File: src/hdl/drld_pkg.sv
// Data-run list decoder: shared types, codes and constants.
// Used by every module of the block; no dependencies.
package drld_pkg;

    localparam int CLUS_BYTES_W        = 22;
    localparam int ADDR_W              = 64;
    localparam int PADDR_W             = 4;
    localparam int POS_W               = 3;
    localparam int WIDTH_NIBBLE_W      = 4;
    localparam int MAX_FIELD_BYTES_DEF = 8;

    localparam logic [CLUS_BYTES_W-1:0] CLUS_BYTES_RST   = 22'd4096;
    localparam logic [ADDR_W-1:0]       BASE_ADDRESS_RST = 64'd0;

    // register select, byte address 8*i
    localparam logic REG_CLUS_BYTES   = 1'b0;
    localparam logic REG_BASE_ADDRESS = 1'b1;

    typedef enum logic [1:0] {
        ST_RUN = 2'd0,
        ST_END = 2'd1,
        ST_BAD = 2'd2
    } t_status;

    typedef enum logic [1:0] {
        PH_HEADER = 2'd0,
        PH_LENGTH = 2'd1,
        PH_DELTA  = 2'd2
    } t_phase;

    typedef struct packed {
        logic [7:0] data_byte;
        logic       list_start;
    } t_in_item;

    typedef struct packed {
        t_status     status;
        logic        sparse;
        logic [63:0] start_cluster;
        logic [63:0] length_clusters;
        logic [63:0] start_byte;
        logic [63:0] size_bytes;
    } t_out_item;

    // decoded run, before scaling
    typedef struct packed {
        t_status     status;
        logic        sparse;
        logic [63:0] start_cluster;
        logic [63:0] length_clusters;
    } t_run;

    typedef struct packed {
        logic [CLUS_BYTES_W-1:0] clus_bytes;
        logic [ADDR_W-1:0]       base_address;
    } t_cfg;

endpackage

File: src/hdl/drld_cfg.sv
// Data-run list decoder: APB-style configuration registers.
// Depends on drld_pkg.
module drld_cfg (
    input  logic                          i_clk,
    input  logic                          i_rst_n,
    input  logic                          psel,
    input  logic                          penable,
    input  logic                          pwrite,
    input  logic                          i_reg_sel,
    input  logic [63:0]                   pwdata,
    output logic [63:0]                   prdata,
    output logic                          pready,
    output drld_pkg::t_cfg                o_cfg
);

    logic [drld_pkg::CLUS_BYTES_W-1:0] r_clus_bytes;
    logic [drld_pkg::ADDR_W-1:0]       r_base_address;
    logic                              wr_en;

    assign wr_en  = psel & penable & pwrite;
    assign pready = 1'b1;

    always_ff @(posedge i_clk) begin
        if (!i_rst_n) begin
            r_clus_bytes   <= drld_pkg::CLUS_BYTES_RST;
            r_base_address <= drld_pkg::BASE_ADDRESS_RST;
        end else if (wr_en) begin
            if (i_reg_sel == drld_pkg::REG_BASE_ADDRESS) begin
                r_base_address <= pwdata;
            end else begin
                r_clus_bytes <= pwdata[drld_pkg::CLUS_BYTES_W-1:0];
            end
        end
    end

    always_comb begin
        if (i_reg_sel == drld_pkg::REG_BASE_ADDRESS) begin
            prdata = r_base_address;
        end else begin
            prdata = 64'(r_clus_bytes);
        end
    end

    assign o_cfg.clus_bytes   = r_clus_bytes;
    assign o_cfg.base_address = r_base_address;

endmodule

File: config.mk
export PLATFORM = sky130hd
export DESIGN_NAME = drld_cfg
export DESIGN_NICKNAME = d
export VERILOG_FILES = /design/src/hdl/drld_pkg.sv /design/src/hdl/drld_cfg.sv
export SDC_FILE = /design/constraint.sdc
export NUM_CORES = 1
export LEC_CHECK = 0
export BUFFER_PORTS_ARGS = -buffer_cell sky130_fd_sc_hd__buf_2
export CORE_MARGIN = 8
export CORE_UTILIZATION = 44
export DETAILED_ROUTE_END_ITERATION = 10
export PLACE_DENSITY = 0.85
export REMOVE_ABC_BUFFERS = 1
export SYNTH_ARGS = -nofsm -noshare
export SYNTH_HDL_FRONTEND = slang
export SYNTH_SLANG_ARGS = --single-unit
File: constraint.sdc
create_clock -name i_clk -period 1.1 [get_ports i_clk]
set_input_delay 0.11 -clock i_clk [delete_from_list [all_inputs] [get_ports i_clk]]
set_output_delay 0.11 -clock i_clk [all_outputs]
set_load 0.01 [all_outputs]
-- Yosys cells after proc, flatten, opt, wreduce, memory -nomap -nowiden
Index checks and enable logic that the tools add are counted.
- bits in registers: 86
- input bits: 70
- word-level logic and storage cells: 8
- multiplexer cells: 1
- bitwise operators: 3
- reduce and logical (&&, ||, !) cells: 2
- operator list (kind ; count):
    $mux 64 ; 1
    $reduce_and 2->1 ; 2
    $and 1x1->1 ; 2
    $not 1->1 ; 1

-- Depth between registers and ports, before layout
Gate-level depths: netlist of run 1.
- word-level depth: 3
- mapped depth: 5
- gate-level depth less buffers: 2

-- Least setup slack after synthesis of run 1
Ideal clock, no wire load.
- path type: input -> output
- start: input port i_reg_sel
- end: output port prdata[10]
- data arrival time: 0.825 ns
- data required time: 0.990 ns
- path slack: 0.165 ns
- cell stages on the path: 3
- buffers on the path: 2
- cell sequence: buf_2 > buf_4 > mux2_2
- cells in the longest elaborated chain, start to end: 1
- ends and longest elaborated chain (element ; line ; RTL):
    from (decl) ; drld_cfg.sv:9 ; input logic i_reg_sel,
    $mux 64 ; drld_cfg.sv:37 ; if (i_reg_sel == drld_pkg::REG_BASE_ADDRESS) begin
    to (decl) ; drld_cfg.sv:11 ; output logic [63:0] prdata,
Every way passes these cells.

-- Worst setup path in the final report of run 1
- start: register r_clus_bytes[6] in the netlist's numbering
- end: output port prdata[6]
- cells in the longest elaborated chain, start to end: 1
- ends and longest elaborated chain (element ; line ; RTL):
    from (decl) ; drld_cfg.sv:16 ; logic [drld_pkg::CLUS_BYTES_W-1:0] r_clus_bytes;
    from (signal assigned) ; drld_cfg.sv:25 ; r_clus_bytes <= drld_pkg::CLUS_BYTES_RST;
    from (signal assigned) ; drld_cfg.sv:31 ; r_clus_bytes <= pwdata[drld_pkg::CLUS_BYTES_W-1:0];
    $mux 64 ; drld_cfg.sv:37 ;
Every way passes these cells.

==> results.cfg, run 1 <==
[sta]
hold_slack_ps = 18.3
finalSetupViolations = 22
final_max_slew_viol_count = 0
fin_ws_ps = -88.3
skew_ps = 0
fmax_mhz = 842
finalCritPeriodShare_pct = 108
period_needed_ps = 1190
hold_viol = 0
tns_ps = -1520
rsz0062_at_grt = yes

[synthesis]
netlist_instances = 425
yosys_warnings = 0
synth_simple_gate_area_share_pct = 21.8
synth_xor_area_share_pct = 0
ys_seq_elements = 86
yosysSeqAreaShare_pct = 44.2
synth_compound_area_share_pct = 0
muxShareOfSynthArea_pct = 28.4
synth_cell_type_count = 13
synthAdderAreaFrac_pct = 0
netlist_area_um2 = 3900
avgSynthCellArea_um2 = 9.17
synth_top_family_by_area = multiplexers

[cts]
cts_root_buffer = clkbuf_8
cts_tree = done
clkLatencyLatePin_ps = 340
cts_buffers = 9
htreeDepth = 3
clkTransAtPathRegs_ps = 90
cts.sinks = 86
ctsLongestPathBuffers = 2

[placed_design]
dp_hpwl_mm = 9.10
place_congestion = 0.760
io_buffers = 219

[hold_path]
min_path_type = in -> reg

[floorplan]
fp.dieArea_um2 = 12100
num_io_pins = 221
rows = 34
core_um2 = 8640
fp.dieH_um = 110
start_util_pct = 45.1
die_x_um = 110

[pwr]
powerDensity_nw_per_um2 = 1080
ir_drop_v = 0.000775
p_comb_share_pct = 13.4
cellLeakagePower_nw = 3.62
design_power_total_w = 0.00687
netSwitchingPower_w = 0.00157
pwr-share-seq_pct = 47.1
swShare_pct = 22.8
clockPowerShare_pct = 39.5
intPower_w = 0.00531

[global_route]
antenna_found_initial = 0
grt_pass1_vias = 4111
overflow = 0
grt_start_max_net_pins = 66
grt_pass1_wl_mm = 19.7
grtUsageTotal_pct = 20.6

[drt]
first_iter_violations = 149
num_vias = 4091
wl_mm = 14.1
via_per_inst = 4.96
drtPass1Iterations = 4
wl_per_cell_um = 17.0
antenna_left = 0
drc = 0

[setup_path]
path_delay_family = flip-flops
worst-path-buf-inv = 1
cpMaxStageDelayCell = dfxtp_2
critPathMaxStageDelay_ps = 330
cp_cell_sequence = mux2_4, buf_6
worstPathRequired_ps = 990
worst-path-max-fanout = 2
cp.arrival_ps = 1080
critical_path_class = reg -> out
cp-start-kind = flop
end_kind = primary output

[cells_and_area]
drive_above_1_share_pct = 57.5
n_fill_cell = 582
n_antenna_cell = 0
syn_to_final_growth_pct = 62.8
nNetsFinal = 782

[outcome]
outcome = finished, violations left
violations = negative setup slack

[run]
cap_viol_max_count = 0
[area by class of cell]
type	count	area (um^2)	area share, %
clock buffers	13	159	2.50
clock inverters	3	90.1	1.42
repair buffers	311	2110	33.2
flip-flops and latches	86	1820	28.7
multi-input cells	304	2040	32.1
well taps	108	135	2.13
[per-stage QoR]
step | utilization (%) | instances | worst slack (ps) | cell area (um^2)
after global placement | 59.9 | 739 | 8.86 | 5170
final | 73.5 | 825 | -88.3 | 6350
after detailed placement | 59.9 | 739 | -45.2 | 5170
after floorplan | - | 390 | -2390 | 3680
after global routing | 73.5 | 825 | -136 | 6350
after CTS | 70.7 | 809 | -101 | 6100
[placed cells by master (no fill, tap or decap), types with 11 or more instances in the layout]
cell type,count
and2_1,34
buf_2,189
buf_4,65
buf_6,27
clkbuf_8,11
dfxtp_2,79
dlygate4sd3_1,22
mux2_4,14
mux2i_1,86
nand2_1,149
[worst reg2reg max path, delay by kind of cell (launching register included)]
kind | cells | cell delay [ps]
buffers and inverters | 1 | 110
and+or+nand+nor | 1 | 70
muxes | 1 | 190
DFF | 1 | 340
[synth_stat cells (all sizes together)]
| cell | number | area [um^2] |
|---|---|---|
| dfxtp | 86 | 1720 |
| and4b | 1 | 10.0 |
| clkbuf | 7 | 26.3 |
| and2 | 42 | 263 |
| buf | 28 | 186 |
| nand4 | 1 | 6.26 |
| conb | 1 | 3.75 |
| nand2 | 149 | 559 |
| nor2b | 2 | 12.5 |
| mux2i | 86 | 861 |
| mux2 | 22 | 248 |
[per-layer routing]
metal  up-vias  GRT usage, %  share of wire, %
li1       1940             -                 -
met1      1925          19.9                36
met2       193          39.6                53
met3        33          5.41               8.4
met4         0          9.61               3.3
met5         -             0                 0
[worst paths after layout]
path                                       start                         endpoint  slack [ps]  depth (start not counted)
setup / recovery    r_clus_bytes[6]$_SDFFE_PN0P_                        prdata[6]         -90                          2
hold reg to reg     r_clus_bytes[8]$_SDFFE_PN0P_     r_clus_bytes[8]$_SDFFE_PN0P_         470                          2
setup reg to reg  r_base_address[3]$_SDFFE_PN0P_   r_base_address[3]$_SDFFE_PN0P_         310                          3
hold / removal                        pwdata[62]  r_base_address[62]$_SDFFE_PN0P_          20                          3
[power by group through the flow]
| stage | sequential (W) | clock, W | combinational (W) |
|---|---|---|---|
| floorplan | 0.00333 | 0 | 0.000261 |
| global placement | 0.00330 | 0 | 0.000701 |
| detailed placement | 0.00330 | 0 | 0.000723 |
| CTS | 0.00323 | 0.00277 | 0.000864 |
| global route | 0.00325 | 0.00291 | 0.000988 |
| finish | 0.00324 | 0.00272 | 0.000918 |
[sequential cells by signal, summed over array words and instances, names as in the netlist]
register	flops
r_clus_bytes	22
r_base_address	64
[timing repair]
action	in CTS	in global routing
pin swaps	0	0
gates cloned	0	0
hold buffers	20	2
endpoints found under the setup margin	26	58
resized for setup	77	53
hold endpoints to repair	20	2
setup buffers	34	14
[cells by family (layout without fill, tap and decap cells)]
logic type	after synthesis	count (layout)
and+or+nand+nor	195	195
muxes	108	108
DFF	86	86
buffers and inverters	35	327
other	1	1
No activity file was read; power rests on OpenSTA's default activity.
==> inputs of run 2 (changes only) <==
--- a/config.mk
+++ b/config.mk
@@ -5,11 +5,12 @@
 export SDC_FILE = /design/constraint.sdc
 export NUM_CORES = 1
 export LEC_CHECK = 0
+export ABC_AREA = 1
 export BUFFER_PORTS_ARGS = -buffer_cell sky130_fd_sc_hd__buf_2
 export CORE_MARGIN = 8
-export CORE_UTILIZATION = 44
+export CORE_UTILIZATION = 46
 export DETAILED_ROUTE_END_ITERATION = 10
-export PLACE_DENSITY = 0.85
+export PLACE_DENSITY = 0.86
 export REMOVE_ABC_BUFFERS = 1
 export SYNTH_ARGS = -nofsm -noshare
 export SYNTH_HDL_FRONTEND = slang
==> run 2 against run 1 <==
Compared with the run above:
- the flow now finishes without violations
- critical path type unchanged
- cell area fell by 8.0%
- sequential cell count unchanged
- clock power is 24% lower
- global-route usage down 1.8 points
- first-iteration DRC count rose by 69%
- power decreased by 6.2%
- non-clock buffer count shrank 71
- register-to-register slack better by 90 ps
- largest power group unchanged
- via count rose by 13%
- routed wire length shrank 11%
- core utilization decreased by 9.4 points
- worst hold slack improved by 49 ps
==> results.cfg, run 2 <==
[outcome]
outcome = finished clean

[synthesis]
netlist_instances = 698
synth_cell_type_count = 16
synth.most_common_cell = nand2_1
synth_area_leaders = dfxtp_1 (40%), nand2_1 (17%), nor2_1 (15%)
ys_seq_elements = 86
async_reset_ff_share_pct = 0
synth_flop_cell = dfxtp_1
netlist_area_um2 = 4270
avgSynthCellArea_um2 = 6.11
yosys.area.top_type = dfxtp_1
yosys_warnings = 0
synth_common_cells = nand2_1 (195), nor2_1 (170), inv_1 (106), dfxtp_1 (86), nand3_1 (86)
synth_edf_count = 0
yosysSeqAreaShare_pct = 40.4
synth_top_area_share_pct = 40.4

[cts]
cts_root_buffer = clkbuf_8
ctsLongestPathBuffers = 2
cts.sinks = 86
cts_tree = done
clkLatencyLatePin_ps = 340
htreeDepth = 3
cts_buffers = 9
clkTransAtPathRegs_ps = 100

[sta]
rsz0062_at_grt = yes
period_needed_ps = 1060
skew_ps = 0
finalSetupViolations = 0
hold_viol = 0
fmax_mhz = 940
hold_slack_ps = 67.2
final_max_slew_viol_count = 0
finalCritPeriodShare_pct = 96.7

[setup_path]
cp.arrival_ps = 950
cp.depth = 3
cp-start-kind = flop
worst-path-max-fanout = 3
path_delay_family = flip-flops
cpMaxStageDelayCell = dfxtp_2
cp_cell_sequence = nand2_1, nand2_1, buf_2
end_kind = primary output
path_common_cell = nand2_1
r2r_end = r_base_address[20]$_SDFFE_PN0P_
reg2reg_from = r_base_address[20]$_SDFFE_PN0P_
r2r_cells = 3
worst-path-buf-inv = 1
critPathMaxStageDelay_ps = 370
r2r_setup_slack_ps = 400
critical_path_class = reg -> out
worstPathRequired_ps = 990

[pwr]
cellLeakagePower_nw = 3.64
powerDensity_nw_per_um2 = 1100
ir_drop_v = 0.000649
design_power_total_w = 0.00645

[global_route]
grtUsageTotal_pct = 18.8
grt_pass1_wl_mm = 20.0
grt_start_max_net_pins = 46
grt_pass1_vias = 4229
overflow = 0
antenna_found_initial = 0

[hold_path]
min_path_type = in -> reg
min_to = r_base_address[48]$_SDFFE_PN0P_
hold_start = pwdata[48]
holdPathStages = 5

[placed_design]
place_area_um2 = 5520
io_buffers = 219
place_congestion = 0.778
dp_hpwl_mm = 9.38

[drt]
first_iter_violations = 252
wl_per_cell_um = 12.3
wl_mm = 12.5
num_vias = 4607
drc = 0
drtPass1Iterations = 6
antenna_left = 0
via_per_inst = 4.53

[cells_and_area]
multi_input_comb_area_um2 = 1870
layout_common_cells = buf_2 (216), nand2_1 (190), nor2_1 (170)
regArea_um2 = 1810
n_fill_cell = 889
largest-register = r_base_address
n_antenna_cell = 0
syn_to_final_growth_pct = 36.9
largest_reg_flops = 64
fin_area_um2 = 5840
nNetsFinal = 972
layout_commonest_cell = buf_2
postLayoutCoreUtil_pct = 64.1
drive_above_1_share_pct = 36.6
reg_top3 = r_base_address (64), r_clus_bytes (22)

[floorplan]
die_x_um = 112
num_io_pins = 221
rows = 35
fp.dieH_um = 112
fp.dieArea_um2 = 12600
core_um2 = 9110
start_util_pct = 46.8

[run]
cap_viol_max_count = 0
run 2: tightest hold or removal path: stages:
cell,delay [ps]
buf_2,70
inv_1,30
nand3_1,60
nand2_1,50
nor2_1,60
run 2: worst max path at each step:
stage	start	to	slack (ps)
floorplan	psel	r_base_address[0]$_SDFFE_PN0P_	-990
global placement	i_reg_sel	prdata[1]	90
detailed placement	psel	r_base_address[54]$_SDFFE_PN0P_	60
CTS	r_clus_bytes[9]$_SDFFE_PN0P_	prdata[9]	0.06
global route	r_base_address[11]$_SDFFE_PN0P_	prdata[11]	-40
finish	r_base_address[11]$_SDFFE_PN0P_	prdata[11]	40
run 2: repair_timing:
item,4_1_cts,5_1_grt
gates resized for setup,6,68
hold buffers,1,0
setup buffers,0,2
pin swaps,0,4
endpoints found under the hold margin,1,0
setup endpoints to repair,5,48
run 2: cells by family after synthesis:
logic type,count (synthesis),synth area share (%)
buffers and inverters,155,16.2
and+or+nand+nor,455,43.2
AOI/OAI and AO/OA,1,0.117
other,1,0.0879
DFF,86,40.4
run 2: layout make-up:
| class | instances | share of cell area [%] |
|---|---|---|
| Timing Repair Buffer | 240 | 24.6 |
| Inverter | 108 | 6.94 |
| Tap cell | 111 | 2.38 |
| Clock buffer | 10 | 2.36 |
| Clock inverter | 6 | 0.793 |
| Sequential cell | 86 | 30.9 |
| Multi-Input combinational cell | 457 | 32.0 |
run 2: per-stage QoR:
stage               std cells  setup TNS [ps]  setup WS, ps
CTS                      1016               0        0.0572
global placement          999               0          88.7
detailed placement        999               0          64.3
global route             1018            -137         -38.8
floorplan                 651          -84470          -994
finish                   1018               0          36.4
run 2: power by group:
| group | switching [W] | internal [W] | total [W] | leakage [nW] |
|---|---|---|---|---|
| combinational | 0.000605 | 0.000456 | 0.00106 | 2.83 |
| sequential | 0.0000832 | 0.00323 | 0.00332 | 0.729 |
| clock | 0.00118 | 0.000895 | 0.00207 | 0.0889 |
run 2: per-layer routing:
layer  GRT usage [%]  part of all wire (%)  vias up
met5               0                     0        -
met4            6.74                   1.8        0
met3            5.15                   5.8       15
met2            34.1                    51      138
met1            20.5                    42     2006
li1                -                     -     2448
