$ cat src/hdl/drld_pkg.sv
// Data-run list decoder: shared types, codes and constants.
// Used by every module of the block; no dependencies.
package drld_pkg;

    localparam int CLUS_BYTES_W        = 22;
    localparam int ADDR_W              = 64;
    localparam int PADDR_W             = 4;
    localparam int POS_W               = 3;
    localparam int WIDTH_NIBBLE_W      = 4;
    localparam int MAX_FIELD_BYTES_DEF = 8;

    localparam logic [CLUS_BYTES_W-1:0] CLUS_BYTES_RST   = 22'd4096;
    localparam logic [ADDR_W-1:0]       BASE_ADDRESS_RST = 64'd0;

    // register select, byte address 8*i
    localparam logic REG_CLUS_BYTES   = 1'b0;
    localparam logic REG_BASE_ADDRESS = 1'b1;

    typedef enum logic [1:0] {
        ST_RUN = 2'd0,
        ST_END = 2'd1,
        ST_BAD = 2'd2
    } t_status;

    typedef enum logic [1:0] {
        PH_HEADER = 2'd0,
        PH_LENGTH = 2'd1,
        PH_DELTA  = 2'd2
    } t_phase;

    typedef struct packed {
        logic [7:0] data_byte;
        logic       list_start;
    } t_in_item;

    typedef struct packed {
        t_status     status;
        logic        sparse;
        logic [63:0] start_cluster;
        logic [63:0] length_clusters;
        logic [63:0] start_byte;
        logic [63:0] size_bytes;
    } t_out_item;

    // decoded run, before scaling
    typedef struct packed {
        t_status     status;
        logic        sparse;
        logic [63:0] start_cluster;
        logic [63:0] length_clusters;
    } t_run;

    typedef struct packed {
        logic [CLUS_BYTES_W-1:0] clus_bytes;
        logic [ADDR_W-1:0]       base_address;
    } t_cfg;

endpackage

$ cat src/hdl/drld_dec.sv
// Data-run list decoder: header/length/delta parser and running cluster offset.
// Produces one decoded run into a registered stage. Depends on drld_pkg.
module drld_dec #(
    parameter int MAX_FIELD_BYTES = drld_pkg::MAX_FIELD_BYTES_DEF
) (
    input  logic               i_clk,
    input  logic               i_rst_n,
    input  logic               i_in_valid,
    output logic               o_in_ready,
    input  drld_pkg::t_in_item i_in_data,
    output logic               o_run_valid,
    input  logic               i_run_ready,
    output drld_pkg::t_run     o_run
);

    localparam logic [drld_pkg::WIDTH_NIBBLE_W-1:0] MAX_W =
        drld_pkg::WIDTH_NIBBLE_W'(MAX_FIELD_BYTES);

    drld_pkg::t_phase                     r_phase, n_phase;
    logic [drld_pkg::WIDTH_NIBBLE_W-1:0]  r_lw, n_lw;
    logic [drld_pkg::WIDTH_NIBBLE_W-1:0]  r_dw, n_dw;
    logic [drld_pkg::POS_W-1:0]           r_pos, n_pos;
    logic [63:0]                          r_len, n_len;
    logic [63:0]                          r_dlt, n_dlt;
    logic [63:0]                          r_offset, n_offset;
    logic                                 r_finished, n_finished;
    logic                                 r_v1, n_v1;
    drld_pkg::t_run                       r_s1, n_s1;

    logic                                 acc;
    logic                                 go;
    logic                                 emit;
    drld_pkg::t_run                       run;
    drld_pkg::t_phase                     cur_phase;
    logic [drld_pkg::WIDTH_NIBBLE_W-1:0]  hdr_lw, hdr_dw;
    logic [drld_pkg::WIDTH_NIBBLE_W-1:0]  pos_inc;
    logic [63:0]                          byte_sh;
    logic [63:0]                          len_or, dlt_or, dlt_sx, new_off;
    logic                                 sign_bit;

    assign o_in_ready = !r_v1 || i_run_ready;
    assign acc        = i_in_valid & o_in_ready;

    assign hdr_lw  = i_in_data.data_byte[3:0];
    assign hdr_dw  = i_in_data.data_byte[7:4];
    assign pos_inc = {1'b0, r_pos} + 4'd1;

    // place the byte at its little-endian position
    always_comb begin
        for (int k = 0; k < 8; k++) begin
            byte_sh[8*k +: 8] = (r_pos == drld_pkg::POS_W'(k)) ?
                                i_in_data.data_byte : 8'h00;
        end
    end

    assign len_or = r_len | byte_sh;
    assign dlt_or = r_dlt | byte_sh;

    // sign-extend the delta from its top byte
    always_comb begin
        sign_bit = 1'b0;
        for (int k = 1; k <= 8; k++) begin
            if (r_dw == drld_pkg::WIDTH_NIBBLE_W'(k)) begin
                sign_bit = dlt_or[8*k-1];
            end
        end
        for (int k = 0; k < 8; k++) begin
            dlt_sx[8*k +: 8] = (drld_pkg::WIDTH_NIBBLE_W'(k) < r_dw) ?
                               dlt_or[8*k +: 8] : {8{sign_bit}};
        end
    end

    assign new_off = r_offset + dlt_sx;

    always_comb begin
        n_phase    = r_phase;
        n_lw       = r_lw;
        n_dw       = r_dw;
        n_pos      = r_pos;
        n_len      = r_len;
        n_dlt      = r_dlt;
        n_offset   = r_offset;
        n_finished = r_finished;
        emit       = 1'b0;
        run        = '0;
        go         = acc & (i_in_data.list_start | ~r_finished);
        cur_phase  = i_in_data.list_start ? drld_pkg::PH_HEADER : r_phase;

        if (go) begin
            if (i_in_data.list_start) begin
                n_offset   = 64'd0;
                n_finished = 1'b0;
            end
            unique case (cur_phase)
                drld_pkg::PH_LENGTH: begin
                    n_len = len_or;
                    if (pos_inc >= r_lw) begin
                        n_pos = '0;
                        if (r_dw == '0) begin
                            emit                = 1'b1;
                            run.status          = drld_pkg::ST_RUN;
                            run.sparse          = 1'b1;
                            run.start_cluster   = r_offset;
                            run.length_clusters = len_or;
                            n_phase             = drld_pkg::PH_HEADER;
                            n_len               = 64'd0;
                            n_dlt               = 64'd0;
                        end else begin
                            n_phase = drld_pkg::PH_DELTA;
                        end
                    end else begin
                        n_pos = pos_inc[drld_pkg::POS_W-1:0];
                    end
                end
                drld_pkg::PH_DELTA: begin
                    n_dlt = dlt_or;
                    if (pos_inc >= r_dw) begin
                        emit                = 1'b1;
                        run.status          = drld_pkg::ST_RUN;
                        run.sparse          = 1'b0;
                        run.start_cluster   = new_off;
                        run.length_clusters = r_len;
                        n_offset            = new_off;
                        n_phase             = drld_pkg::PH_HEADER;
                        n_pos               = '0;
                        n_len               = 64'd0;
                        n_dlt               = 64'd0;
                    end else begin
                        n_pos = pos_inc[drld_pkg::POS_W-1:0];
                    end
                end
                default: begin
                    // header byte
                    n_lw  = hdr_lw;
                    n_dw  = hdr_dw;
                    n_pos = '0;
                    n_len = 64'd0;
                    n_dlt = 64'd0;
                    if (hdr_lw == '0 && hdr_dw == '0) begin
                        n_finished = 1'b1;
                        emit       = 1'b1;
                        run.status = drld_pkg::ST_END;
                    end else if (hdr_lw > MAX_W || hdr_dw > MAX_W) begin
                        n_finished = 1'b1;
                        emit       = 1'b1;
                        run.status = drld_pkg::ST_BAD;
                    end else begin
                        n_phase = (hdr_lw != '0) ? drld_pkg::PH_LENGTH :
                                                   drld_pkg::PH_DELTA;
                    end
                end
            endcase
        end

        n_v1 = r_v1;
        n_s1 = r_s1;
        if (o_in_ready) begin
            n_v1 = go & emit;
            n_s1 = run;
        end
    end

    always_ff @(posedge i_clk) begin
        if (!i_rst_n) begin
            r_phase    <= drld_pkg::PH_HEADER;
            r_lw       <= '0;
            r_dw       <= '0;
            r_pos      <= '0;
            r_len      <= 64'd0;
            r_dlt      <= 64'd0;
            r_offset   <= 64'd0;
            r_finished <= 1'b1;
            r_v1       <= 1'b0;
        end else begin
            r_phase    <= n_phase;
            r_lw       <= n_lw;
            r_dw       <= n_dw;
            r_pos      <= n_pos;
            r_len      <= n_len;
            r_dlt      <= n_dlt;
            r_offset   <= n_offset;
            r_finished <= n_finished;
            r_v1       <= n_v1;
        end
    end

    always_ff @(posedge i_clk) begin
        r_s1 <= n_s1;
    end

    assign o_run_valid = r_v1;
    assign o_run       = r_s1;

endmodule

$ cat config.mk
export PLATFORM = sky130hd
export DESIGN_NAME = drld_dec
export DESIGN_NICKNAME = d
export VERILOG_FILES = /design/src/hdl/drld_pkg.sv /design/src/hdl/drld_dec.sv
export SDC_FILE = /design/constraint.sdc
export NUM_CORES = 1
export LEC_CHECK = 0
export BUFFER_PORTS_ARGS = -buffer_cell sky130_fd_sc_hd__buf_2
export CAP_MARGIN = 10
export CORE_ASPECT_RATIO = 2
export CORE_UTILIZATION = 30
export CTS_BUF_LIST = sky130_fd_sc_hd__clkbuf_16
export DETAILED_ROUTE_END_ITERATION = 16
export HOLD_SLACK_MARGIN = 0.15
export PLACE_DENSITY = 0.51
export SLEW_MARGIN = 25
export SYNTH_ARGS = -nofsm -noshare
export SYNTH_HDL_FRONTEND = slang
export SYNTH_SLANG_ARGS = --single-unit
$ cat constraint.sdc
create_clock -name i_clk -period 7.45 [get_ports i_clk]
set_input_delay 0.745 -clock i_clk [delete_from_list [all_inputs] [get_ports i_clk]]
set_output_delay 0.745 -clock i_clk [all_outputs]
set_load 0.03 [all_outputs]
# Word-level counts from Yosys, hierarchy flattened
# Cells that the tools add are included.
# word_totals
latch_bits	0
output_inout_bits	133
n_memories	0
ram_bits	0
romBits	0
ff_bits	338
word_cells	135
input_bits	13
# classes
mul	0
div_mod_pow	0
addsub	2
n_mux	64
bitwise_logic	8
eq_ne	22
order_cmp	12
shifts	0
reduce_logical	14
# ops
operator	count
64-bit 2-to-1 mux	9
129-bit 2-to-1 mux	2
129-bit case mux with 2 select lines	1
64-bit case mux with 2 select lines	2
128-bit 2-to-1 mux	1
8-bit 2-to-1 mux	16
64-bit bitwise OR	2
64-bit adder	1
1-bit 2-to-1 mux	18
2-bit 2-to-1 mux	9
4-bit by 3-bit == test with 1-bit output (second input constant)	4
3-bit by 4-bit less-than comparator with 1-bit output (first input constant)	4
3-bit == test (second input constant)	4
4-bit zero test	3
4-bit by 2-bit == test with 1-bit output (second input constant)	2
4-bit >= comparator	2
4-bit > comparator (second input constant)	2
1-bit by 4-bit less-than comparator with 1-bit output (first input constant)	2
2-bit by 4-bit less-than comparator with 1-bit output (first input constant)	2
2-bit case mux with 2 select lines	2
3-bit by 2-bit == test with 1-bit output (second input constant)	2
3-bit 2-to-1 mux	2
2-bit != test (second input constant)	3
3-bit by 1-bit != test with 1-bit output (second input constant)	2
other kinds (20)	25

# Logic depth before layout (Yosys ltp)
# Gate-level depths: netlist of the first run.
# logic_depth
ltp_word	15
mapped_depth	24

# Least setup slack after synthesis of the first run
# Ideal clock, no wire load.
# synth_timing
path_kind	input-to-reg
from	input i_run_ready
to	register r_offset[61]
n_path_buf	0
cell_stages	6
setup_slack_ps	630
required_ps	7388
arrival_time_ps	6758
setup_ps	62
cell_sequence	nand2b_1 -> nand3_1 -> nor3b_1 -> nand2_1 -> or4_1 -> nand3_1
# synth_between
elab_chain_cells	3
# synth_lines
item	line	text
start: declaration	drld_dec.sv:12	input logic i_run_ready,
1-bit logical OR	drld_dec.sv:41	assign o_in_ready = !r_v1 || i_run_ready;
1-bit bitwise AND	drld_dec.sv:42	assign acc = i_in_valid & o_in_ready;
1-bit bitwise AND	drld_dec.sv:86	go = acc & (i_in_data.list_start | ~r_finished);
end signal: assignment	drld_dec.sv:181	r_offset <= n_offset;
end: declaration	drld_dec.sv:25	logic [63:0] r_offset, n_offset;
# Every way passes these cells.
# A chain may end at the register's enable or synchronous reset.

# Worst setup path in the final report of the first run
# layout_timing
from	register r_pos[0] in the netlist's numbering
to	register r_s1 (netlist bit o_run[126]), data pin
# layout_between
elab_chain_cells	15
# layout_lines
item	line	text
start: declaration	drld_dec.sv:22	logic [drld_pkg::POS_W-1:0] r_pos, n_pos;
start signal: assignment	drld_dec.sv:178	r_pos <= n_pos;
3-bit zero test	drld_dec.sv:51	byte_sh[8*k +: 8] = (r_pos == drld_pkg::POS_W'(k)) ?
8-bit 2-to-1 mux	drld_dec.sv:51	
64-bit bitwise OR	drld_dec.sv:57	assign dlt_or = r_dlt | byte_sh;
1-bit 2-to-1 mux (8 in series)	drld_dec.sv:63	if (r_dw == drld_pkg::WIDTH_NIBBLE_W'(k)) begin
8-bit 2-to-1 mux	drld_dec.sv:68	dlt_sx[8*k +: 8] = (drld_pkg::WIDTH_NIBBLE_W'(k) < r_dw) ?
64-bit adder	drld_dec.sv:73	assign new_off = r_offset + dlt_sx;
128-bit 2-to-1 mux	drld_dec.sv:117	if (pos_inc >= r_dw) begin
129-bit case mux with 2 select lines *	drld_dec.sv:94	unique case (cur_phase)
end signal: assignment	drld_dec.sv:188	r_s1 <= n_s1;
end: declaration	drld_dec.sv:28	drld_pkg::t_run r_s1, n_s1;
# Every way passes the cells marked *; elsewhere a longest branch is shown, timed or not.

==> reports/qor.yml, run 1 <==
logic_synthesis:
  synth_fa_ha_area_share_pct: 5.78
  synth_xor_area_share_pct: 2.81
  synth_area_leaders: "dfxtp_1 (24%), edfxtp_1 (23%), ha_1 (5.7%)"
  synth_edf_count: 131
  syn-num-nets: 1927
  syn_area_per_cell_um2: 9.51
  syn_inst: 1834
  synthSimpleGateAreaFrac_pct: 13.4
  ys.flop_type: "dfxtp_1"
  synth_top_family_by_area: "compound AO/OA/AOI/OAI gates"
  synth-async-reset-ratio_pct: 0
  yosysSeqAreaShare_pct: 46.3
  synth_top_area_share_pct: 23.8
  yosysTopAreaCell: "dfxtp_1"
  synth-seq-cells: 338
  synth_area_mm2: 0.0174
  synthMuxAreaShare_pct: 0.653
  synth-compound-area-share_pct: 26.3
  ys_warn_count: 0
  synth_cell_types: 90
clock_network:
  cts_hold_buf: 0
  numCtsBuffers: 31
  cts_tree: "done"
  ctsResizeCount: 0
  clock-sinks: 338
  path_clk_slew_ns: 0.07
  postCtsSetupRepairBufs: 0
  cts_buffer_depth: 3
  clock_latency_ns: 0.62
  htreeDepth: 1
  root_buffer: "clkbuf_16"
final_layout:
  final_util_pct: 34.4
  layout-drive-gt1-share_pct: 13.6
  stdcell_count: 2666
  postLayoutCellArea_mm2: 0.0197
  area_growth_pct: 13.0
  nFillCells: 5857
  final_net_count: 1977
setup_path:
  worstPathRequired_ns: 7.82
  worstPathCellList: "inv_1, ha_1, nor2b_2, buf_4, a21oi_1, nor2b_1, mux2i_1, nor2_1, a21oi_1, nor2_1, nor3_1, nor2_1, ha_1, a21o_1, a31oi_1, o31a_1, o21ai_1, a211oi_4, or3b_4, a311oi_2, or3_1, a32o_1"
  r2r_start: "r_pos[0]"
  crit_fanout: 32
  crit_top_cell: "nor2_1"
  slowest_delay_ns: 0.80
  startpoint_type: "flip-flop"
  crit_family: "simple AND/OR/NAND/NOR gates"
  crit_type: "flip-flop to flip-flop"
  arrival_ns: 6.44
  crit_path_start: "r_pos[0]"
  worst-path-buf-inv: 2
  slowest_stage: "nor3_1"
  cp-end-kind: "flip-flop"
power:
  peakVddDrop_mv: 0.173
  static-leakage-power_nw: 8.08
  p_per_area_mw_per_mm2: 207
place:
  gp_congestion: 0.921
  pre_cts_slack_ns: 1.42
  dp.cells: 2607
  dp.final_hpwl_um: 42900
  placed_area_mm2: 0.0187
  port_buffers: 145
global_routing:
  globalRouteOverflowTotal: 0
  grt_max_degree: 73
  first_global_vias: 14358
  grt_pass1_wl_um: 88000
  track_usage_pct: 19.4
  antenna_found_initial: 4
sta:
  rsz0062_at_grt: "no"
  finalHoldViolCount: 0
  setup_viol: 0
  max_slew_margin_pct: 26.8
  setup_tns_ns: 0
  min_period_ns: 6.07
  fin_skew_ns: 0.0125
  fmax_ghz: 0.165
  slew_viol_final: 0
  final.period_utilization_pct: 81.5
  setup_slack_ns: 1.38
  worst_pin_slew_ns: 1.09
drt:
  num_vias: 14683
  first_iter_violations: 1008
  wire_per_inst_um: 22.2
  ant_nets: 0
  viasPerCell: 5.51
  dr.pass1.iters: 5
  wl_um: 59100
  drc: 0
floorplanning:
  dieWidth_um: 173
  die_h_um: 343
  dieArea_mm2: 0.0592
  boundaryPins: 146
  start_util_pct: 30.5
  core_area_mm2: 0.0572
  rows: 124
status:
  status: "finished clean"
job:
  cap_violations: 0
min_path:
  hp-start: "r_dlt[60]"
  hold_class: "flip-flop to flip-flop"
==> worst paths after layout <==
path	to	slack, ns	cells past startpoint
worst max-delay path	o_run[126]	1.38	22
worst max register to register	o_run[126]	1.38	22
worst min-delay path	r_dlt[60]	0.46	2
worst min register to register	r_dlt[60]	0.46	2
==> synthesized netlist by cell type (all sizes together), types with 3 or more instances <==
cell / number
nand3: 22
xor2: 26
buf: 35
a21boi: 13
a22oi: 24
edfxtp: 131
ha: 79
a21o: 37
a221o: 3
dfxtp: 207
a22o: 88
nand3b: 3
o31ai: 7
a32o: 45
nor3: 12
or3: 5
o211ai: 11
o21a: 8
and4: 3
nand4: 14
o21ai: 72
nand2: 136
and3: 24
nor2b: 40
inv: 38
nor4: 5
a221oi: 3
a32oi: 4
a21oi: 150
and2: 15
nor2: 199
or4: 4
mux2i: 8
xnor2: 30
nor3b: 5
o31a: 20
clkbuf: 120
a211oi: 23
a31oi: 108
nand2b: 14
o21bai: 14
==> worst min-delay path, cell delays in order (launching register included) <==
cell and delay, ns:
dfxtp_1 0.30, inv_1 0.06, a21oi_1 0.05
==> layout by cell type, fill, tap and decap left out, types with 30 or more instances in the layout <==
cell type	Yosys	layout
inv_1	38	41
dfxtp_1	207	207
edfxtp_1	131	131
a31oi_1	108	108
a22o_1	88	88
xnor2_1	30	30
a32o_1	45	45
a21o_1	36	36
a21oi_1	147	146
buf_2	12	145
nor2_1	198	198
o21ai_0	62	62
nand2_1	135	133
nor2b_1	40	37
clkbuf_16	0	31
ha_1	79	79
==> sequential cells by signal, summed over array words and instances (netlist names) <==
| register | cells |
|---|---|
| o_run | 131 |
| r_dlt | 64 |
| r_len | 64 |
| r_offset | 64 |
| r_dw | 4 |
| r_lw | 4 |
| r_pos | 3 |
| r_phase | 2 |
| o_run_valid | 1 |
| r_finished | 1 |
==> cell type report <==
type,instances,area [um2],share of cell area (%)
timing repair buffer,172,941,4.77
multi-input combinational,1302,8600,43.6
antenna,1,2.50,0.0127
sequential,338,8080,41.0
clock inverter,27,219,1.11
inverter,39,148,0.749
tap,756,946,4.80
clock buffer,31,776,3.94
==> power by group <==
group	internal, W	switching (W)	total (W)	leakage [nW]
Sequential	0.00195	0.0000193	0.00197	3.24
Combinational	0.000133	0.000373	0.000506	4.36
Clock	0.000839	0.000775	0.00161	0.478
Total	0.00292	0.00117	0.00409	8.08
==> routing by layer <==
layer | track usage, % | routed length, um | vias up
li1 | - | - | 6935
met1 | 19.9 | 21300 | 7221
met2 | 37.0 | 31700 | 404
met3 | 2.23 | 2320 | 121
met4 | 12.7 | 3760 | 2
met5 | 0 | 8 | -
==> cells by family after synthesis <==
| group | after synthesis |
|---|---|
| compound gates | 653 |
| xor+xnor | 56 |
| fa+ha+maj | 80 |
| buf+inv | 194 |
| flops | 338 |
| mux | 10 |
| simple gates | 503 |
==> stage by stage <==
step           total power (W)  hold slack, ns
2_1_floorplan          0.00236           0.433
3_3_place_gp           0.00251           0.440
3_5_place_dp           0.00252           0.450
4_1_cts                0.00414           0.460
5_1_grt                0.00424           0.482
6_report               0.00409           0.458
(Power assumes the default switching activity.)
==> run 2, diff against run 1 <==
==> constraint.sdc (replaced) <==
create_clock -name i_clk -period 5.6 [get_ports i_clk]
set_input_delay 0.56 -clock i_clk [delete_from_list [all_inputs] [get_ports i_clk]]
set_output_delay 0.56 -clock i_clk [all_outputs]
set_load 0.03 [all_outputs]
==> run 2 against run 1 <==
  * Total power rose by 35%
  * Design area rose by 1.3%
  * Clock-buffer cell count did not move
  * Sequential cell count did not move
  * Global-route usage rose by 0.37 points
  * Worst setup slack got worse by 1.0 ns
  * Critical path depth fell by 1
  * Combinational power rose by 37%
==> reports/qor.yml, run 2 (synthesized netlist as in run 1, its figures left out) <==
sta:
  setup_tns_ns: 0
  slew_viol_final: 0
  setup_slack_ns: 0.355
  rsz0062_at_grt: "no"
  finalHoldViolCount: 0
  setup_viol: 0
  fmax_ghz: 0.191
  worst_pin_slew_ns: 0.976
  min_period_ns: 5.24
  final.period_utilization_pct: 93.7
  fin_skew_ns: 0.0142
  max_slew_margin_pct: 34.9
clock_network:
  clock-sinks: 338
  cts_buffer_depth: 3
  numCtsBuffers: 31
  clock_latency_ns: 0.62
  root_buffer: "clkbuf_16"
  cts_hold_buf: 0
  path_clk_slew_ns: 0.08
  htreeDepth: 1
  cts_tree: "done"
final_layout:
  multi_input_area_mm2: 0.00861
  area_growth_pct: 14.5
  final_cell_mix: "dfxtp_1 (207), nor2_1 (197), a21oi_1 (145), buf_2 (145), nand2_1 (133)"
  largest_reg_flops: 131
  final_common_cell: "dfxtp_1"
  nFillCells: 5782
  final_net_count: 2004
  seq_area_mm2: 0.00808
  layout-drive-gt1-share_pct: 15.3
global_routing:
  antenna_found_initial: 1
  grt_pass1_wl_um: 89800
  globalRouteOverflowTotal: 0
  grt_max_degree: 70
  track_usage_pct: 19.8
  first_global_vias: 14670
setup_path:
  crit_type: "flip-flop to flip-flop"
  r2r_slack_ns: 0.36
  arrival_ns: 5.62
  crit_fanout: 10
  cp-end-kind: "flip-flop"
  startpoint_type: "flip-flop"
  reg2reg_depth: 21
  r2r_end: "o_run[127]"
  crit_path_start: "r_pos[0]"
  worstPathRequired_ns: 5.98
  r2r_start: "r_pos[0]"
min_path:
  hold_class: "input port to flip-flop"
  hp-start: "i_in_data[8]"
  hold_path_end: "r_dlt[47]"
  hold_path_depth: 3
place:
  port_buffers: 145
  dp.final_hpwl_um: 44000
  pre_cts_slack_ns: 0.393
  gp_congestion: 0.902
drt:
  viasPerCell: 5.50
  wl_um: 59900
  num_vias: 14809
  drc: 0
  first_iter_violations: 1030
  wire_per_inst_um: 22.3
  dr.pass1.iters: 5
  ant_nets: 0
power:
  p_per_area_mw_per_mm2: 276
  static-leakage-power_nw: 8.24
  peakVddDrop_mv: 0.186
job:
  cap_violations: 0
floorplanning:
  dieArea_mm2: 0.0592
  start_util_pct: 30.5
  die_h_um: 343
  core_area_mm2: 0.0572
  boundaryPins: 146
  dieWidth_um: 173
  rows: 124
status:
  status: "finished clean"
## run 2: power by group
group	switching, W	total (W)	leakage [nW]	internal [W]
Sequential	0.0000239	0.00262	3.24	0.00259
Combinational	0.000503	0.000695	4.50	0.000192
Clock	0.00107	0.00220	0.494	0.00113
## run 2: cell type report
class                           count  share of cell area, %
Antenna cell                        2                 0.0251
Clock buffer                       31                   3.88
Clock inverter                     27                   1.23
Inverter                           39                  0.739
Multi-Input combinational cell   1302                   43.1
Sequential cell                   338                   40.4
Tap cell                          756                   4.74
Timing Repair Buffer              199                   5.85
## run 2: worst max-delay path by stage
stage	slack, ns	depth (start not counted)	end
2_1_floorplan	0.60	23	o_run[126]
3_3_place_gp	0.41	17	o_run[126]
3_5_place_dp	0.39	20	o_run[126]
4_1_cts	0.35	20	o_run[126]
5_1_grt	0.03	22	o_run[127]
6_report	0.36	21	o_run[127]
## run 2: through the flow
stage	instance area (um2)	total power, W	std cells	hold slack, ns	utilization [%]
6_report	20000	0.00551	2694	0.360	34.9
5_1_grt	20000	0.00571	2692	0.360	34.9
4_1_cts	20000	0.00557	2692	0.324	34.9
3_5_place_dp	18900	0.00337	2634	0.445	33.1
3_3_place_gp	18900	0.00336	2634	0.440	33.1
2_1_floorplan	17400	0.00314	1834	0.433	-
## run 2: worst max-delay path, stage by stage (launching register included)
cell and delay (ns):
dfxtp_1 0.45, inv_1 0.12, ha_1 0.31, and3_1 0.22, a21oi_1 0.10, o21ai_0 0.11
mux2_2 0.29, a21oi_2 0.23, nor2_2 0.11, nor2b_1 0.12, buf_4 0.17, nor2_1 0.06
ha_1 0.37, a21oi_1 0.36, inv_1 0.12, o41a_1 0.46, a21oi_1 0.34, a21oi_1 0.14
nor2_2 0.29, o41a_4 0.25, mux2i_1 0.10, a32o_1 0.26
## run 2: per-layer routing
metal,part of all wire (%),global-route usage [%],vias to the layer above
li1,-,-,6993
met1,36,20.3,7259
met2,55,38.5,427
met3,3.6,2.09,130
met4,5.6,11.4,0
met5,0,0,-
## run 2: repair_timing
action / in CTS / in global routing
setup endpoints to repair: 0 / 8
resized for setup: 0 / 4
buffers inserted: 0 / 0
==> run 3, diff against run 2 <==
--- a/config.mk
+++ b/config.mk
@@ -11,6 +11,7 @@
 export CORE_UTILIZATION = 30
 export CTS_BUF_LIST = sky130_fd_sc_hd__clkbuf_16
 export DETAILED_ROUTE_END_ITERATION = 16
+export GPL_TIMING_DRIVEN = 0
 export HOLD_SLACK_MARGIN = 0.15
 export PLACE_DENSITY = 0.51
 export SLEW_MARGIN = 25
==> run 3 against run 2 <==
  * Die area stayed put
  * Sequential power hardly changed
  * Sequential cell count stayed put
  * Critical path depth is 2 higher
  * Highest routed layer is now met5
  * Total power is 1.5% higher
  * Clock power is 2% higher
  * Largest cell class unchanged
  * Via count is 3.1% higher
  * Maximum frequency is 2.9% lower
  * Non-clock buffer count is 100 higher
  * Clock-buffer cell count stayed put
  * Wire length is 8.6% higher
  * Hold slack better by 0.097 ns
==> reports/qor.yml, run 3 (synthesized netlist as in run 1, its figures left out) <==
drt:
  drc: 0
  dr.pass1.iters: 6
  wire_per_inst_um: 23.3
  viasPerCell: 5.47
  num_vias: 15268
  ant_nets: 0
  wl_um: 65100
  first_iter_violations: 1150
place:
  gp_congestion: 0.936
  port_buffers: 137
  dp.final_hpwl_um: 50500
  dp.cells: 2730
sta:
  min_period_ns: 5.40
  fin_skew_ns: 0.0151
  finalHoldViolCount: 0
  slew_viol_final: 0
  final.period_utilization_pct: 96.4
  fmax_ghz: 0.185
  max_slew_margin_pct: 31.7
  setup_viol: 0
  worst_pin_slew_ns: 1.02
  whs_ns: 0.458
  rsz0062_at_grt: "yes"
setup_path:
  startpoint_type: "flip-flop"
  crit_type: "flip-flop to flip-flop"
  crit_top_cell: "nor2b_1"
  cp-end-kind: "flip-flop"
  worstPathCellList: "inv_1, ha_2, nor2b_1, clkbuf_2, a21oi_2, nor2b_1, mux2i_1, nor2_1, a21oi_4, nor2_4, nor2b_1, clkbuf_4, nor2_2, ha_1, a21oi_1, inv_1, a31oi_1, o21ai_1, a211oi_4, or3b_4, a311oi_2, or3_1, a32o_1"
  arrival_ns: 5.77
  worstPathRequired_ns: 5.97
  crit_fanout: 10
  slowest_delay_ns: 0.40
  slowest_stage: "a211oi_4"
clock_network:
  path_clk_slew_ns: 0.06
  cts_tree: "done"
  clock-sinks: 338
  cts_hold_buf: 0
  clock_latency_ns: 0.62
  htreeDepth: 1
  root_buffer: "clkbuf_16"
  numCtsBuffers: 31
  cts_buffer_depth: 3
final_layout:
  final_util_pct: 35.6
  final_common_cell: "dfxtp_1"
  nFillCells: 5877
  area_growth_pct: 17.0
  layout-drive-gt1-share_pct: 13.8
  largest_reg_flops: 131
  final_cell_mix: "dfxtp_1 (205), nor2_1 (189), buf_2 (149), a21oi_1 (137), nand2_1 (135)"
  stdcell_count: 2792
  final_net_count: 2104
  diodes: 0
global_routing:
  first_global_vias: 15213
  track_usage_pct: 21.5
  grt_pass1_wl_um: 95200
  antenna_found_initial: 2
  globalRouteOverflowTotal: 0
  grt_max_degree: 53
job:
  cap_violations: 0
power:
  p_per_area_mw_per_mm2: 274
  peakVddDrop_mv: 0.223
  static-leakage-power_nw: 8.36
floorplanning:
  rows: 124
  dieArea_mm2: 0.0592
  core_area_mm2: 0.0572
  start_util_pct: 30.5
  dieWidth_um: 173
  die_h_um: 343
  boundaryPins: 146
min_path:
  hold_class: "flip-flop to flip-flop"
status:
  status: "finished clean"
==> run 3: changes by cell type in the layout (fill, tap and decap cells not counted), moves of 7 or more <==
cell      before  now
clkbuf_1       0  110
buf_4         51   10
buf_1          0   12
inv_1         40   51
a21oi_1      145  137
buf_6          0    8
nor2_1       197  189
nor2_4         0    7
==> run 3: worst max-delay path: cells and delay by family (launching register included) <==
family                     cells  cell delay [ns]
muxes                          1             0.09
AOI/OAI and AO/OA              8             1.54
adders and majority gates      2             0.67
DFF                            1             0.37
and+or+nand+nor                8             1.84
buffers and inverters          4             0.63
==> run 3: through the flow <==
stage | TNS (ns) | cell area [um2] | setup WS (ns) | total power, W
floorplan | 0 | 17400 | 0.599 | 0.00314
global placement | -344.07 | 19100 | -1.83 | 0.00337
detailed placement | -48.82 | 19200 | -0.949 | 0.00338
CTS | 0 | 20300 | 0.0128 | 0.00564
global route | -0.0174 | 20400 | -0.0174 | 0.00577
finish | 0 | 20400 | 0.200 | 0.00559
==> run 3: repair_timing <==
action / 4_1_cts / 5_1_grt
setup buffers: 2 / 3
pin swaps: 1 / 6
gates resized for setup: 26 / 28
endpoints found under the hold margin: 0 / 0
setup endpoints to repair: 99 / 49
gates cloned: 0 / 0
==> run 3: power by group <==
group	total [W]	internal, W	switching (W)
sequential	0.00261	0.00259	0.0000184
combinational	0.000740	0.000200	0.000540
clock	0.00224	0.00124	0.00100
total	0.00559	0.00403	0.00156
==> run 3: final timing paths <==
check	cells past startpoint	slack (ns)	start	end
worst min-delay path	2	0.46	r_dlt[58]	r_dlt[58]
worst max-delay path	23	0.20	r_pos[0]	o_run[126]
worst max register to register	23	0.20	r_pos[0]	o_run[126]
worst min register to register	2	0.46	r_dlt[58]	r_dlt[58]
==> run 3: final cells by class <==
type	instances	area (um2)	share of cell area, %
flip-flops and latches	338	8080	39.6
repair buffers	145	786	3.85
multi-input cells	1302	8720	42.7
clock buffers	31	776	3.80
inverters	39	146	0.718
well taps	756	946	4.64
clock inverters	27	264	1.29
plain buffers	154	686	3.36
==> run 3: layer usage <==
layer  GRT usage (%)  routed length, um  part of all wire (%)
met5               0                 16                 0.025
met4            16.7               5430                   8.3
met3            2.86               3030                   4.7
met2            41.0              34100                    52
met1            20.6              22500                    35
